<file path="config.mk">
export PLATFORM = sky130hd
export DESIGN_NAME = nfa_string_acceptor_top_flat
export DESIGN_NICKNAME = d
export VERILOG_FILES = /design/src/hw/rtl/nfa_sa_pkg.sv /design/src/hw/rtl/nfa_sa_in_if.sv /design/src/hw/rtl/nfa_sa_out_if.sv /design/src/hw/rtl/nfa_sa_cell.sv /design/src/hw/rtl/nfa_string_acceptor_top.sv /design/src/flat_wrapper.sv
export VERILOG_INCLUDE_DIRS = /design/src /design/src/hw/rtl
export SDC_FILE = /design/constraint.sdc
export NUM_CORES = 2
export LEC_CHECK = 0
export ABC_CLOCK_PERIOD_IN_PS = 5100
export BUFFER_PORTS_ARGS = -buffer_cell sky130_fd_sc_hd__buf_2
export CORE_MARGIN = 10
export CORE_UTILIZATION = 58
export DETAILED_ROUTE_END_ITERATION = 8
export GPL_TIMING_DRIVEN = 1
export PLACE_DENSITY = 0.72
export SYNTH_ARGS = -nofsm -noshare
export SYNTH_HDL_FRONTEND = slang
export SYNTH_SLANG_ARGS = --single-unit
export TNS_END_PERCENT = 1
</file>
<file path="constraint.sdc">
create_clock -name clk -period 5.1 [get_ports clk]
set_clock_uncertainty 0.1 [all_clocks]
set_input_delay 0.255 -clock clk [delete_from_list [all_inputs] [get_ports clk]]
set_output_delay 0.255 -clock clk [all_outputs]
set_load 0.02 [all_outputs]
</file>
<file path="src/hw/rtl/nfa_string_acceptor_top_assert.svh">
// ----------------------------------------------------------------------------
// nfa_string_acceptor_top_assert
// Assertion macros for nfa_string_acceptor_top.
// Each macro expands to one labeled concurrent assertion on clk, off during rst.
// ----------------------------------------------------------------------------
`ifndef NFA_STRING_ACCEPTOR_TOP_ASSERT_SVH
`define NFA_STRING_ACCEPTOR_TOP_ASSERT_SVH

// pre holds -> post holds in the same cycle
`define NFA_SA_ASSERT_IMP(lbl, pre, post) \
  lbl: assert property (@(posedge clk) disable iff (rst) (pre) |-> (post)) \
    else $error("nfa_string_acceptor: assertion failed");

// pre holds -> post holds in the next cycle
`define NFA_SA_ASSERT_NXT(lbl, pre, post) \
  lbl: assert property (@(posedge clk) disable iff (rst) (pre) |=> (post)) \
    else $error("nfa_string_acceptor: assertion failed");

`endif

</file>
<file path="src/hw/rtl/nfa_sa_pkg.sv">
`timescale 1ns / 1ps
// ----------------------------------------------------------------------------
// nfa_sa_pkg
// Shared widths, request and register codes, and chain control types.
// ----------------------------------------------------------------------------
package nfa_sa_pkg;

  localparam int REQ_W       = 2;
  localparam int STATE_IDX_W = 4;
  localparam int SYM_W       = 3;
  localparam int MASK_W      = 16;

  localparam int CFG_IDX_W   = 1;
  localparam int CFG_DATA_W  = 16;

  localparam logic [REQ_W-1:0] REQ_TRANS = 2'd0;
  localparam logic [REQ_W-1:0] REQ_EPS   = 2'd1;
  localparam logic [REQ_W-1:0] REQ_SYM   = 2'd2;

  localparam logic [CFG_IDX_W-1:0] REG_ACCEPT_MASK = 1'b0;
  localparam logic [CFG_IDX_W-1:0] REG_DFA_MODE    = 1'b1;

  // token moving down the cell chain
  typedef struct packed {
    logic vld;
    logic adv;   // 1: advance through transition rows, 0: epsilon pass
  } chain_ctl_t;

  // per-cell table write strobes
  typedef struct packed {
    logic trans;
    logic eps;
  } cell_wr_t;

endpackage

</file>
<file path="src/hw/rtl/nfa_sa_in_if.sv">
`timescale 1ns / 1ps
// ----------------------------------------------------------------------------
// nfa_sa_in_if
// Request channel: table row writes and stream symbols.
// ----------------------------------------------------------------------------
interface nfa_sa_in_if;
  logic                                valid;
  logic                                ready;
  logic [nfa_sa_pkg::REQ_W-1:0]        req_type;
  logic [nfa_sa_pkg::STATE_IDX_W-1:0]  state_index;
  logic [nfa_sa_pkg::SYM_W-1:0]        symbol;
  logic [nfa_sa_pkg::MASK_W-1:0]       next_mask;
  logic                                end_of_string;

  modport source (
    output valid, req_type, state_index, symbol, next_mask, end_of_string,
    input  ready
  );
  modport sink (
    input  valid, req_type, state_index, symbol, next_mask, end_of_string,
    output ready
  );
endinterface

</file>
<file path="src/hw/rtl/nfa_sa_out_if.sv">
`timescale 1ns / 1ps
// ----------------------------------------------------------------------------
// nfa_sa_out_if
// Result channel: accept flag and closed final state set per string.
// ----------------------------------------------------------------------------
interface nfa_sa_out_if;
  logic                           valid;
  logic                           ready;
  logic                           accepted;
  logic [nfa_sa_pkg::MASK_W-1:0]  final_states;

  modport source (
    output valid, accepted, final_states,
    input  ready
  );
  modport sink (
    input  valid, accepted, final_states,
    output ready
  );
endinterface

</file>
<file path="src/hw/rtl/nfa_sa_cell.sv">
`timescale 1ns / 1ps
// ----------------------------------------------------------------------------
// nfa_sa_cell
// One automaton state: its epsilon row and transition rows, and one stage of
// the chain that ORs its row into the passing accumulator.
// ----------------------------------------------------------------------------
module nfa_sa_cell #(
  parameter int NUM_STATES  = 16,
  parameter int NUM_SYMBOLS = 8,
  parameter int IDX         = 0
) (
  input  logic                           clk,
  input  logic                           rst,
  input  logic                           dfa_mode,
  input  nfa_sa_pkg::cell_wr_t           wr,
  input  logic [$clog2(NUM_SYMBOLS)-1:0] wr_addr,
  input  logic [NUM_STATES-1:0]          wr_data,
  input  logic [$clog2(NUM_SYMBOLS)-1:0] rd_addr,
  input  nfa_sa_pkg::chain_ctl_t         in_ctl,
  input  logic [NUM_STATES-1:0]          in_acc,
  input  logic [NUM_STATES-1:0]          in_set,
  output nfa_sa_pkg::chain_ctl_t         out_ctl,
  output logic [NUM_STATES-1:0]          out_acc,
  output logic [NUM_STATES-1:0]          out_set
);

  logic [NUM_STATES-1:0] trans_mem [NUM_SYMBOLS];
  logic [NUM_STATES-1:0] trow;
  logic [NUM_STATES-1:0] eps;
  logic [NUM_STATES-1:0] contrib;

  always_ff @(posedge clk) begin
    if (wr.trans) begin
      trans_mem[wr_addr] <= wr_data;
    end
    trow <= trans_mem[rd_addr];
  end

  always_ff @(posedge clk) begin
    if (rst) begin
      eps <= '0;
    end else if (wr.eps) begin
      eps <= wr_data;
    end
  end

  always_comb begin
    if (in_ctl.adv) begin
      contrib = in_set[IDX] ? trow : '0;
    end else begin
      contrib = (in_acc[IDX] && !dfa_mode) ? eps : '0;
    end
  end

  always_ff @(posedge clk) begin
    if (rst) begin
      out_ctl <= '0;
    end else begin
      out_ctl <= in_ctl;
    end
    out_acc <= in_acc | contrib;
    out_set <= in_set;
  end

endmodule

</file>
<file path="src/hw/rtl/nfa_string_acceptor_top.sv">
`timescale 1ns / 1ps
// ----------------------------------------------------------------------------
// nfa_string_acceptor_top
// Finite automaton simulator with epsilon closure over a chain of state cells.
// ----------------------------------------------------------------------------
// Usage:
//   req channel takes words of three kinds: a transition row write, an
//   epsilon row write, or a stream symbol. A symbol sends a token down the
//   chain of N = NUM_STATES cells. The epsilon closure repeats passes until
//   nothing changes (1 to N passes, one pass in dfa mode), then one advance
//   pass. A symbol marked end_of_string runs a second closure and loads the
//   result word: accepted and final_states.
//   res holds one result word in a register; a new request is taken while it
//   waits. A later result stalls the block until res drains.
//   cfg port: cfg_we/cfg_idx/cfg_wdata, write only, while idle.
//   Reset clears the control registers and the epsilon rows and sets the
//   active set to state 0, then sweeps the transition rows to zero with
//   req.ready low.
// ----------------------------------------------------------------------------
module nfa_string_acceptor_top #(
  parameter int NUM_STATES  = 16,
  parameter int NUM_SYMBOLS = 8
) (
  input  logic                                clk,
  input  logic                                rst,
  input  logic                                cfg_we,
  input  logic [nfa_sa_pkg::CFG_IDX_W-1:0]    cfg_idx,
  input  logic [nfa_sa_pkg::CFG_DATA_W-1:0]   cfg_wdata,
  nfa_sa_in_if.sink                           req,
  nfa_sa_out_if.source                        res
);

  localparam int SW = $clog2(NUM_SYMBOLS);
  localparam int N  = NUM_STATES;

  localparam logic [1:0] ST_CLR  = 2'd0;
  localparam logic [1:0] ST_IDLE = 2'd1;
  localparam logic [1:0] ST_RUN  = 2'd2;
  localparam logic [1:0] ST_HOLD = 2'd3;

  localparam logic [1:0] PH_PRE  = 2'd0;
  localparam logic [1:0] PH_ADV  = 2'd1;
  localparam logic [1:0] PH_POST = 2'd2;

  logic [1:0]                        state;
  logic [1:0]                        ph;
  logic [SW-1:0]                     clr_addr;
  logic [N-1:0]                      active;
  logic [N-1:0]                      cur_q;
  logic [SW-1:0]                     sym_q;
  logic                              sym_ok_q;
  logic                              eos_q;
  logic [nfa_sa_pkg::MASK_W-1:0]     accept_mask;
  logic                              dfa_mode;

  nfa_sa_pkg::chain_ctl_t            inj_ctl;
  nfa_sa_pkg::chain_ctl_t            inj_ctl_next;
  logic [N-1:0]                      inj_acc;
  logic [N-1:0]                      inj_set;

  logic                              res_vld;
  logic                              res_accepted;
  logic [nfa_sa_pkg::MASK_W-1:0]     res_fin;

  nfa_sa_pkg::chain_ctl_t            ctl_c [N+1];
  logic [N-1:0]                      acc_c [N+1];
  logic [N-1:0]                      set_c [N+1];
  logic [N:0]                        vld_vec;
  nfa_sa_pkg::cell_wr_t              cell_wr [N];

  logic                              acc_w;
  logic                              sym_take;
  logic                              pass_done;
  logic                              settled;
  logic                              res_load;
  logic                              clearing;
  logic                              sym_ok;
  logic [SW-1:0]                     wr_addr;
  logic [N-1:0]                      wr_data;
  logic                              out_free;
  logic [N-1:0]                      adv_res;
  logic [N-1:0]                      fin_sel;
  logic [nfa_sa_pkg::MASK_W-1:0]     fin_low;

  assign req.ready    = (state == ST_IDLE);
  assign acc_w        = req.valid && req.ready;
  assign sym_take     = acc_w && req.req_type == nfa_sa_pkg::REQ_SYM;
  assign pass_done    = (state == ST_RUN) && ctl_c[N].vld;
  assign settled      = (acc_c[N] == cur_q);
  assign clearing     = (state == ST_CLR);
  assign sym_ok       = 32'(req.symbol) < NUM_SYMBOLS;
  assign wr_addr      = clearing ? clr_addr : SW'(req.symbol);
  assign wr_data      = clearing ? '0 : N'(req.next_mask);
  assign out_free     = !res_vld || res.ready;
  assign res_load     = out_free && ((state == ST_HOLD) ||
                                     (pass_done && ph == PH_POST && settled));
  assign adv_res      = sym_ok_q ? acc_c[N] : '0;
  assign fin_sel      = (state == ST_HOLD) ? cur_q : acc_c[N];
  assign fin_low      = nfa_sa_pkg::MASK_W'(fin_sel);

  assign res.valid        = res_vld;
  assign res.accepted     = res_accepted;
  assign res.final_states = res_fin;

  assign ctl_c[0] = inj_ctl;
  assign acc_c[0] = inj_acc;
  assign set_c[0] = inj_set;

  for (genvar i = 0; i < N; i++) begin : g_cell
    assign cell_wr[i].trans = clearing ||
      (acc_w && req.req_type == nfa_sa_pkg::REQ_TRANS && sym_ok &&
       32'(req.state_index) == i);
    assign cell_wr[i].eps =
      acc_w && req.req_type == nfa_sa_pkg::REQ_EPS && 32'(req.state_index) == i;

    nfa_sa_cell #(
      .NUM_STATES  (N),
      .NUM_SYMBOLS (NUM_SYMBOLS),
      .IDX         (i)
    ) u_cell (
      .clk      (clk),
      .rst      (rst),
      .dfa_mode (dfa_mode),
      .wr       (cell_wr[i]),
      .wr_addr  (wr_addr),
      .wr_data  (wr_data),
      .rd_addr  (sym_q),
      .in_ctl   (ctl_c[i]),
      .in_acc   (acc_c[i]),
      .in_set   (set_c[i]),
      .out_ctl  (ctl_c[i+1]),
      .out_acc  (acc_c[i+1]),
      .out_set  (set_c[i+1])
    );
  end

  for (genvar k = 0; k <= N; k++) begin : g_vld
    assign vld_vec[k] = ctl_c[k].vld;
  end

  // token injected at the head of the chain
  always_comb begin
    inj_ctl_next = '0;
    if (sym_take) begin
      inj_ctl_next = '{vld: 1'b1, adv: 1'b0};
    end else if (pass_done) begin
      case (ph)
        PH_PRE, PH_POST: begin
          if (!settled) begin
            inj_ctl_next = '{vld: 1'b1, adv: 1'b0};
          end else if (ph == PH_PRE) begin
            inj_ctl_next = '{vld: 1'b1, adv: 1'b1};
          end
        end
        PH_ADV: begin
          if (eos_q) begin
            inj_ctl_next = '{vld: 1'b1, adv: 1'b0};
          end
        end
        default: ;
      endcase
    end
  end

  always_ff @(posedge clk) begin
    if (rst) begin
      state       <= ST_CLR;
      ph          <= PH_PRE;
      clr_addr    <= '0;
      active      <= N'(1);
      accept_mask <= '0;
      dfa_mode    <= 1'b0;
      inj_ctl     <= '0;
      res_vld     <= 1'b0;
    end else begin
      inj_ctl <= inj_ctl_next;
      res_vld <= res_load || (res_vld && !res.ready);

      if (cfg_we) begin
        case (cfg_idx)
          nfa_sa_pkg::REG_ACCEPT_MASK: accept_mask <= cfg_wdata;
          nfa_sa_pkg::REG_DFA_MODE:    dfa_mode    <= cfg_wdata[0];
          default: ;
        endcase
      end

      case (state)
        ST_CLR: begin
          clr_addr <= SW'(clr_addr + 1'b1);
          if (clr_addr == SW'(NUM_SYMBOLS - 1)) begin
            state <= ST_IDLE;
          end
        end
        ST_IDLE: begin
          if (sym_take) begin
            sym_q    <= SW'(req.symbol);
            sym_ok_q <= sym_ok;
            eos_q    <= req.end_of_string;
            cur_q    <= active;
            inj_acc  <= active;
            ph       <= PH_PRE;
            state    <= ST_RUN;
          end
        end
        ST_RUN: begin
          if (ctl_c[N].vld) begin
            case (ph)
              PH_PRE, PH_POST: begin
                if (!settled) begin
                  cur_q   <= acc_c[N];
                  inj_acc <= acc_c[N];
                end else if (ph == PH_PRE) begin
                  inj_acc <= '0;
                  inj_set <= acc_c[N];
                  ph      <= PH_ADV;
                end else if (out_free) begin
                  res_accepted <= |(fin_low & accept_mask);
                  res_fin      <= fin_low;
                  active       <= N'(1);
                  state        <= ST_IDLE;
                end else begin
                  state <= ST_HOLD;
                end
              end
              PH_ADV: begin
                if (eos_q) begin
                  cur_q   <= adv_res;
                  inj_acc <= adv_res;
                  ph      <= PH_POST;
                end else begin
                  active <= adv_res;
                  state  <= ST_IDLE;
                end
              end
              default: state <= ST_IDLE;
            endcase
          end
        end
        ST_HOLD: begin
          if (out_free) begin
            res_accepted <= |(fin_low & accept_mask);
            res_fin      <= fin_low;
            active       <= N'(1);
            state        <= ST_IDLE;
          end
        end
        default: state <= ST_IDLE;
      endcase
    end
  end

`include "nfa_string_acceptor_top_assert.svh"

  `NFA_SA_ASSERT_IMP(a_one_token, 1'b1, $countones(vld_vec) <= 1)
  `NFA_SA_ASSERT_IMP(a_idle_no_token, state == ST_IDLE, vld_vec == '0)
  `NFA_SA_ASSERT_NXT(a_sym_starts, sym_take, state == ST_RUN && inj_ctl.vld)
  `NFA_SA_ASSERT_IMP(a_hold_full, state == ST_HOLD, res_vld)

endmodule
</file>
<file path="src/flat_wrapper.sv">
// flat-port wrapper written by rule: the top's interface ports become plain ports
module nfa_string_acceptor_top_flat 
#(
  parameter int NUM_STATES  = 16,
  parameter int NUM_SYMBOLS = 8
)
  (clk, rst, cfg_we, cfg_idx, cfg_wdata, req_valid, req_req_type, req_state_index, req_symbol, req_next_mask, req_end_of_string, req_ready, res_valid, res_accepted, res_final_states, res_ready);
  nfa_sa_in_if req_i ();
  nfa_sa_out_if res_i ();
  input  logic clk;
  input  logic rst;
  input  logic cfg_we;
  input  logic [nfa_sa_pkg::CFG_IDX_W-1:0] cfg_idx;
  input  logic [nfa_sa_pkg::CFG_DATA_W-1:0] cfg_wdata;
  input wire logic [$bits(req_i.valid)-1:0] req_valid;
  input wire logic [$bits(req_i.req_type)-1:0] req_req_type;
  input wire logic [$bits(req_i.state_index)-1:0] req_state_index;
  input wire logic [$bits(req_i.symbol)-1:0] req_symbol;
  input wire logic [$bits(req_i.next_mask)-1:0] req_next_mask;
  input wire logic [$bits(req_i.end_of_string)-1:0] req_end_of_string;
  output wire logic [$bits(req_i.ready)-1:0] req_ready;
  output wire logic [$bits(res_i.valid)-1:0] res_valid;
  output wire logic [$bits(res_i.accepted)-1:0] res_accepted;
  output wire logic [$bits(res_i.final_states)-1:0] res_final_states;
  input wire logic [$bits(res_i.ready)-1:0] res_ready;
  assign req_i.valid = req_valid;
  assign req_i.req_type = req_req_type;
  assign req_i.state_index = req_state_index;
  assign req_i.symbol = req_symbol;
  assign req_i.next_mask = req_next_mask;
  assign req_i.end_of_string = req_end_of_string;
  assign req_ready = req_i.ready;
  assign res_valid = res_i.valid;
  assign res_accepted = res_i.accepted;
  assign res_final_states = res_i.final_states;
  assign res_i.ready = res_ready;
  nfa_string_acceptor_top #(.NUM_STATES(NUM_STATES), .NUM_SYMBOLS(NUM_SYMBOLS)) u_core (.clk(clk), .rst(rst), .cfg_we(cfg_we), .cfg_idx(cfg_idx), .cfg_wdata(cfg_wdata), .req(req_i), .res(res_i));
endmodule
</file>
* Word-level counts from Yosys, hierarchy flattened
Memory sizes are Yosys's and may differ from the RTL's. A register that Yosys moved wholly into a read port is not among the register bits.
Index checks and enable logic that the tools add are counted.
** Word-level totals
- Register bits :: 895
- Bits in writable memories :: 2048
- Bits of input ports :: 48
- Output and inout bits :: 19
- Memories :: 16
** Cells by class
- Add/subtract/negate cells :: 1
- Eq/ne operators :: 39
- Mux-type cells :: 136
- Bitwise operators :: 20
- Reduce and logical (&&, ||, !) cells :: 98
** Memories
- u_core.g_cell[0].u_cell.trans_mem :: words 8, width 16, read ports 1, clocked after memory_dff 1, write ports 1, line nfa_sa_cell.sv:27 : logic [NUM_STATES-1:0] trans_mem [NUM_SYMBOLS];
- u_core.g_cell[10].u_cell.trans_mem :: words 8, width 16, read ports 1, clocked after memory_dff 1, write ports 1, line nfa_sa_cell.sv:27
- u_core.g_cell[11].u_cell.trans_mem :: words 8, width 16, read ports 1, clocked after memory_dff 1, write ports 1, line nfa_sa_cell.sv:27
- u_core.g_cell[12].u_cell.trans_mem :: words 8, width 16, read ports 1, clocked after memory_dff 1, write ports 1, line nfa_sa_cell.sv:27
- u_core.g_cell[13].u_cell.trans_mem :: words 8, width 16, read ports 1, clocked after memory_dff 1, write ports 1, line nfa_sa_cell.sv:27
- u_core.g_cell[14].u_cell.trans_mem :: words 8, width 16, read ports 1, clocked after memory_dff 1, write ports 1, line nfa_sa_cell.sv:27
- +10 memories
** Operators by type and width (number)
- 16-bit 2-to-1 mux :: 67
- 16-bit bitwise OR :: 16
- 16-bit one-hot mux with 2 select lines :: 7
- 1-bit logical AND :: 57
- 1-bit 2-to-1 mux :: 37
- 2-bit 2-to-1 mux :: 18
- 4-bit equality test (second input constant) :: 8
- 7-bit AND reduction :: 4
- 1-bit logical OR :: 19
- 6-bit AND reduction :: 3
- 16-bit bitwise AND :: 1
- 16-bit equality test :: 1
- 4-bit by 3-bit equality test with 1-bit output (second input constant) :: 4
- 2-bit one-hot mux with 2 select lines :: 4
- 16-bit OR reduction :: 1
- 3-bit inequality test (second input constant) :: 5
- 2-bit inequality test (second input constant) :: 5
- 2-bit equality test (second input constant) :: 4
- 4-bit by 2-bit equality test with 1-bit output (second input constant) :: 2
- 2-bit one-hot mux with 4 select lines :: 1
- 2-bit by 1-bit equality test with 1-bit output (second input constant) :: 3
- 2-bit zero test :: 3
- 3-bit by 2-bit inequality test with 1-bit output (second input constant) :: 2
- 4-bit by 1-bit equality test with 1-bit output (second input constant) :: 1
- 14 further kinds :: 21

* Longest topological paths before layout
- Depth in word-level cells :: 10
- Depth in mapped cells :: 9
- Depth with buffers taken out :: 7

* Hierarchy
A second synthesis with hierarchy kept.
** Second synthesis, totals
- Cell total of the unflattened synthesis :: 5643
- Area, all modules :: 112405.3 µm²
** Modules (own cells, without submodules)
- nfa_sa_cell :: times used 16, cells each 320, area each 6695.2 µm², seq. area each 5144.9 µm²
- nfa_string_acceptor_top :: times used 1, cells each 523, area each 5282.6 µm², seq. area each 2932.8 µm²

* Least setup slack after synthesis
No wires, ideal clock.
- Kind :: reg-to-reg
- Start point :: reg u_core.state[0]
- End point :: mem u_core.g_cell[0].u_cell.trans_mem[0][2], data pin
- Library setup time :: 0.641 ns
- Data arrival time :: 3.339 ns
- Required time :: 4.359 ns
- Path slack :: 1.020 ns
- Stages on the path, launching flop included :: 7
- Buffers on the path :: 3
- Clock period less this slack :: 4.080 ns
- Cell sequence :: dfxtp_1 > inv_1 > ha_1 > clkbuf_1 > nor2b_1 > clkbuf_1 > clkbuf_1
** On the way
- Word-level cells in the longest chain between the ends :: 2
** Ends and longest elaborated chain
- start, declared :: line nfa_string_acceptor_top.sv:45 : logic [1:0] state;
- start signal, assigned :: line nfa_string_acceptor_top.sv:167 : state <= ST_CLR;
- start signal, assigned :: line nfa_string_acceptor_top.sv:191 : state <= ST_IDLE;
- start signal, assigned :: line nfa_string_acceptor_top.sv:202 : state <= ST_RUN;
- 2-bit zero test :: line nfa_string_acceptor_top.sv:90 : assign clearing = (state == ST_CLR);
- 16-bit 2-to-1 mux :: line nfa_string_acceptor_top.sv:93 : assign wr_data = clearing ? '0 : N'(req.next_mask);
- named net u_core.g_cell[0].u_cell.wr_data[2] :: line nfa_sa_cell.sv:17 : input logic [NUM_STATES-1:0] wr_data,
- end, declared :: line nfa_sa_cell.sv:27
The timed path passes the listed nets, and every way through them passes these cells.

* Worst setup path after layout
- Start point :: reg u_core.state[1]
- End point :: mem u_core.g_cell[6].u_cell.trans_mem[7][15], enable pin
** On the way
- Word-level cells in the longest chain between the ends :: 7
- Elaborated cells on any way between the ends :: 9
- Classes of those cells :: 1 x eq/ne; 3 x mux; 5 x reduce/logical
** Ends and longest elaborated chain
- 2-bit by 1-bit equality test with 1-bit output :: line nfa_string_acceptor_top.sv:85 : assign req.ready = (state == ST_IDLE);
- 1-bit logical AND :: line nfa_string_acceptor_top.sv:86 : assign acc_w = req.valid && req.ready;
- 1-bit logical AND (2 in a row) :: line nfa_string_acceptor_top.sv:111 : (acc_w && req.req_type == nfa_sa_pkg::REQ_TRANS && sym_ok &&
- 1-bit logical OR :: line nfa_string_acceptor_top.sv:110 : assign cell_wr[i].trans = clearing ||
- 1-bit 2-to-1 mux :: line nfa_sa_cell.sv:33 : if (wr.trans) begin
- 1-bit 2-to-1 mux (not written as such) :: line nfa_sa_cell.sv:34 : trans_mem[wr_addr] <= wr_data;
- end, declared :: line nfa_sa_cell.sv:27
Several ways; a longest one is shown, not always the timed one.

==> run metrics <==
Antenna Nets Post-Route 0; CTS Buffer Depth 4; Net count, final 6162; area of the multi-input gates 0.0235 mm2; CP Data Arrival Time 4360 ps; Post-synth EDFFs 2117; Slew @ Worst Pin 1310 ps; TNS Setup 0 ps; Final Hold Violating Endpoints 0; Worst R2R Start u_core.state[1]$_SDFFE_PP0P_; clock latency on the worst-skew pair 940 ps; worst path required time 5600 ps; CTS Buf Count 308; Final Wtd Congestion 0.838; Synth Flop Type edfxtp_1; metal2 WL 124000 um; WS Path Type reg2reg; DR top layer met5; yosys warns 0; Worst Setup End Kind flip-flop; Seq/Total Area, Yosys 77.0%; hold depth 3; minimum clock period 3860 ps; peak supply drop 0.372 mV; num ports 67; gr ovfl total 0; CTS tree built; Post-synth ARST share 0%; initial core utilization 58.4%; post-synth top area cell edfxtp_1; LEAKAGE 41.8 nW; Hold Startpoint req_next_mask[10]; via-per-instance ratio 6.21; most frequent cells in the layout edfxtp_1, dfxtp_1, nand2_1, mux4_2, clkbuf_16; setup slack after layout 1240 ps; Synth Instances 5743; commonest non-fill, non-tap cell in the layout edfxtp_1; Total Wirelength 251000 um; root buf cell clkbuf_16; Core Rows 157; Hold Path Class in2reg; met3 WL 20500 um; fill count 11800; Mapped Avg Cell Area 18.7 um2; MaxCap Viol Count 0; DRT met1 WL 98100 um; pin count of the biggest net entering global routing 152; first-pass GRT wire length 368000 um; unrepaired setup endpoints after global routing no; flop2flop setup slack 1240 ps; DRT Pass-1 Iters 5; Synth Cell Area 0.107 mm2; Critical Path Start Type flip-flop; Layout area overhead 13.9%; vias in the first global route 54600; synth unique cells 64; cells on worst reg2reg path 9; area of the core 0.183 mm2; vias post-DR 54700; fraction of layout cells with a size suffix above 1 25.1%; number of antenna violations at the first check in global routing 8; Max Clk Rate 0.259 GHz; Post-CTS Resized 0; syn_nets 5797; post-DR wirelength/cell 28.5 um; Total Routing Usage GR 24.4%; Synth top area share 59.3%; total die area 0.202 mm2; Storage cell area 0.0825 mm2; clock sink count 3063; overall power 64.5 mW; Buffers on Ports 66; remaining routing DRC violations 0; slew margin rel. 12.4%; Power Dens Cells 528 mW/mm2; final cycle utilization of the critical path 75.7%; outcome complete, no violations; Finished Core Util 66.5%; Clock transition at path regs 60 ps; synthesized flop and latch total 3063; HPWL Detailed 139000 um; # setup viols final 0; Die X-Extent 450 um; worst slack, placed 1290 ps; Area contributors post-synth edfxtp_1, dfxtp_1, mux4_2; Max Fanout on Critical Path 9; DRT iter0 DRCs 6486; Die Y 450 um; Slew Viols, Final 0; H-tree levels 5; Setup crit start u_core.state[1]$_SDFFE_PP0P_
[per-stage QoR]
stage	instance area [um2]	cells	hold WS (ps)
after CTS	122000	8802	2.34
final	122000	8810	29.5
after floorplan	107000	5743	210
after detailed placement	112000	8183	212
after global routing	122000	8805	32.4
after global placement	112000	8183	210
[cells by family after synthesis]
family / synth area share (%)
XOR/XNOR: 0.139
adder cells (fa/ha/maj): 0.0700
AO/OA/AOI/OAI: 4.12
multiplexers: 13.7
buffers and inverters: 1.30
flip-flops: 77.0
AND/OR/NAND/NOR: 3.75
[routing by layer]
layer  vias up  track usage (%)
met5         -                0
met4         2             9.13
met3       565             4.23
met2      2762             39.6
met1     28200             33.4
li1      23200                -
[power by group]
part           leakage (nW)  internal, mW  total [mW]  switching, mW
Clock                  4.79          12.7        21.7           9.00
Combinational          9.08          2.69        8.55           5.86
Sequential             27.9          32.9        34.2           1.33
Total                  41.8          48.3        64.5           16.2
[critical path: stages (launching register included)]
cell     delay, ps
dfxtp_1        330
inv_1          150
ha_1           360
nand2_1         80
or3_1          550
nor3b_4        380
buf_4          200
a21oi_1        320
nor2_1         740
buf_4          300
[cell type report]
class | instances | area share (%)
multi-input combinational | 2341 | 19.2
tap | 2464 | 2.53
clock inverter | 109 | 0.766
clock buffer | 431 | 7.17
sequential | 3063 | 67.6
inverter | 8 | 0.0246
timing repair buffer | 386 | 2.68
antenna | 8 | 0.0164
[synth_stat cells (all sizes together), types with 2 or more instances]
master	count
a2111oi	2
a211oi	2
a21o	19
a21oi	289
a221o	241
a221oi	5
a22o	5
a22oi	5
and2	19
buf	116
clkbuf	215
dfxtp	946
edfxtp	2117
ha	6
inv	7
mux2	273
mux2i	3
mux4	512
nand2	610
nand2b	6
nand3	4
nand3b	5
nand4	3
nand4b	3
nor2	159
nor2b	55
nor3	10
nor3b	20
nor4	6
nor4b	11
o21ai	38
or3	2
xor2	16
[timing repair]
action | CTS | global route
setup buffers | 0 | 0
hold buffers | 79 | 0
hold endpoints to repair | 321 | 0
[flip-flops by register name, indices dropped and copies added (netlist names)]
name                            cells
u_core.state                        2
u_core.dfa_mode                     1
u_core.clr_addr                     3
u_core.g_cell.u_cell.out_acc      256
u_core.res.accepted                 1
u_core.g_cell.u_cell.eps          240
u_core.ph                           2
u_core.inj_acc                     16
u_core.ctl_c                        2
u_core.g_cell.u_cell.out_set      120
u_core.res.final_states            16
u_core.g_cell.u_cell.trow         256
u_core.cur_q                       16
u_core.res.valid                    1
u_core.accept_mask                 16
u_core.eos_q                        1
u_core.g_cell.u_cell.trans_mem   2048
u_core.inj_set                     16
u_core.g_cell.u_cell.out_ctl       31
u_core.active                      16
u_core.sym_q                        3
[final timing paths]
path | endpoint
setup reg to reg | u_core.g_cell[6].u_cell.trans_mem[7][15]$_DFFE_PP_
setup / recovery | u_core.g_cell[6].u_cell.trans_mem[7][15]$_DFFE_PP_
hold reg to reg | u_core.g_cell[3].u_cell.out_set[13]$_DFF_P_
hold / removal | u_core.g_cell[1].u_cell.trans_mem[7][10]$_DFFE_PP_
(Power assumes the default switching activity.)
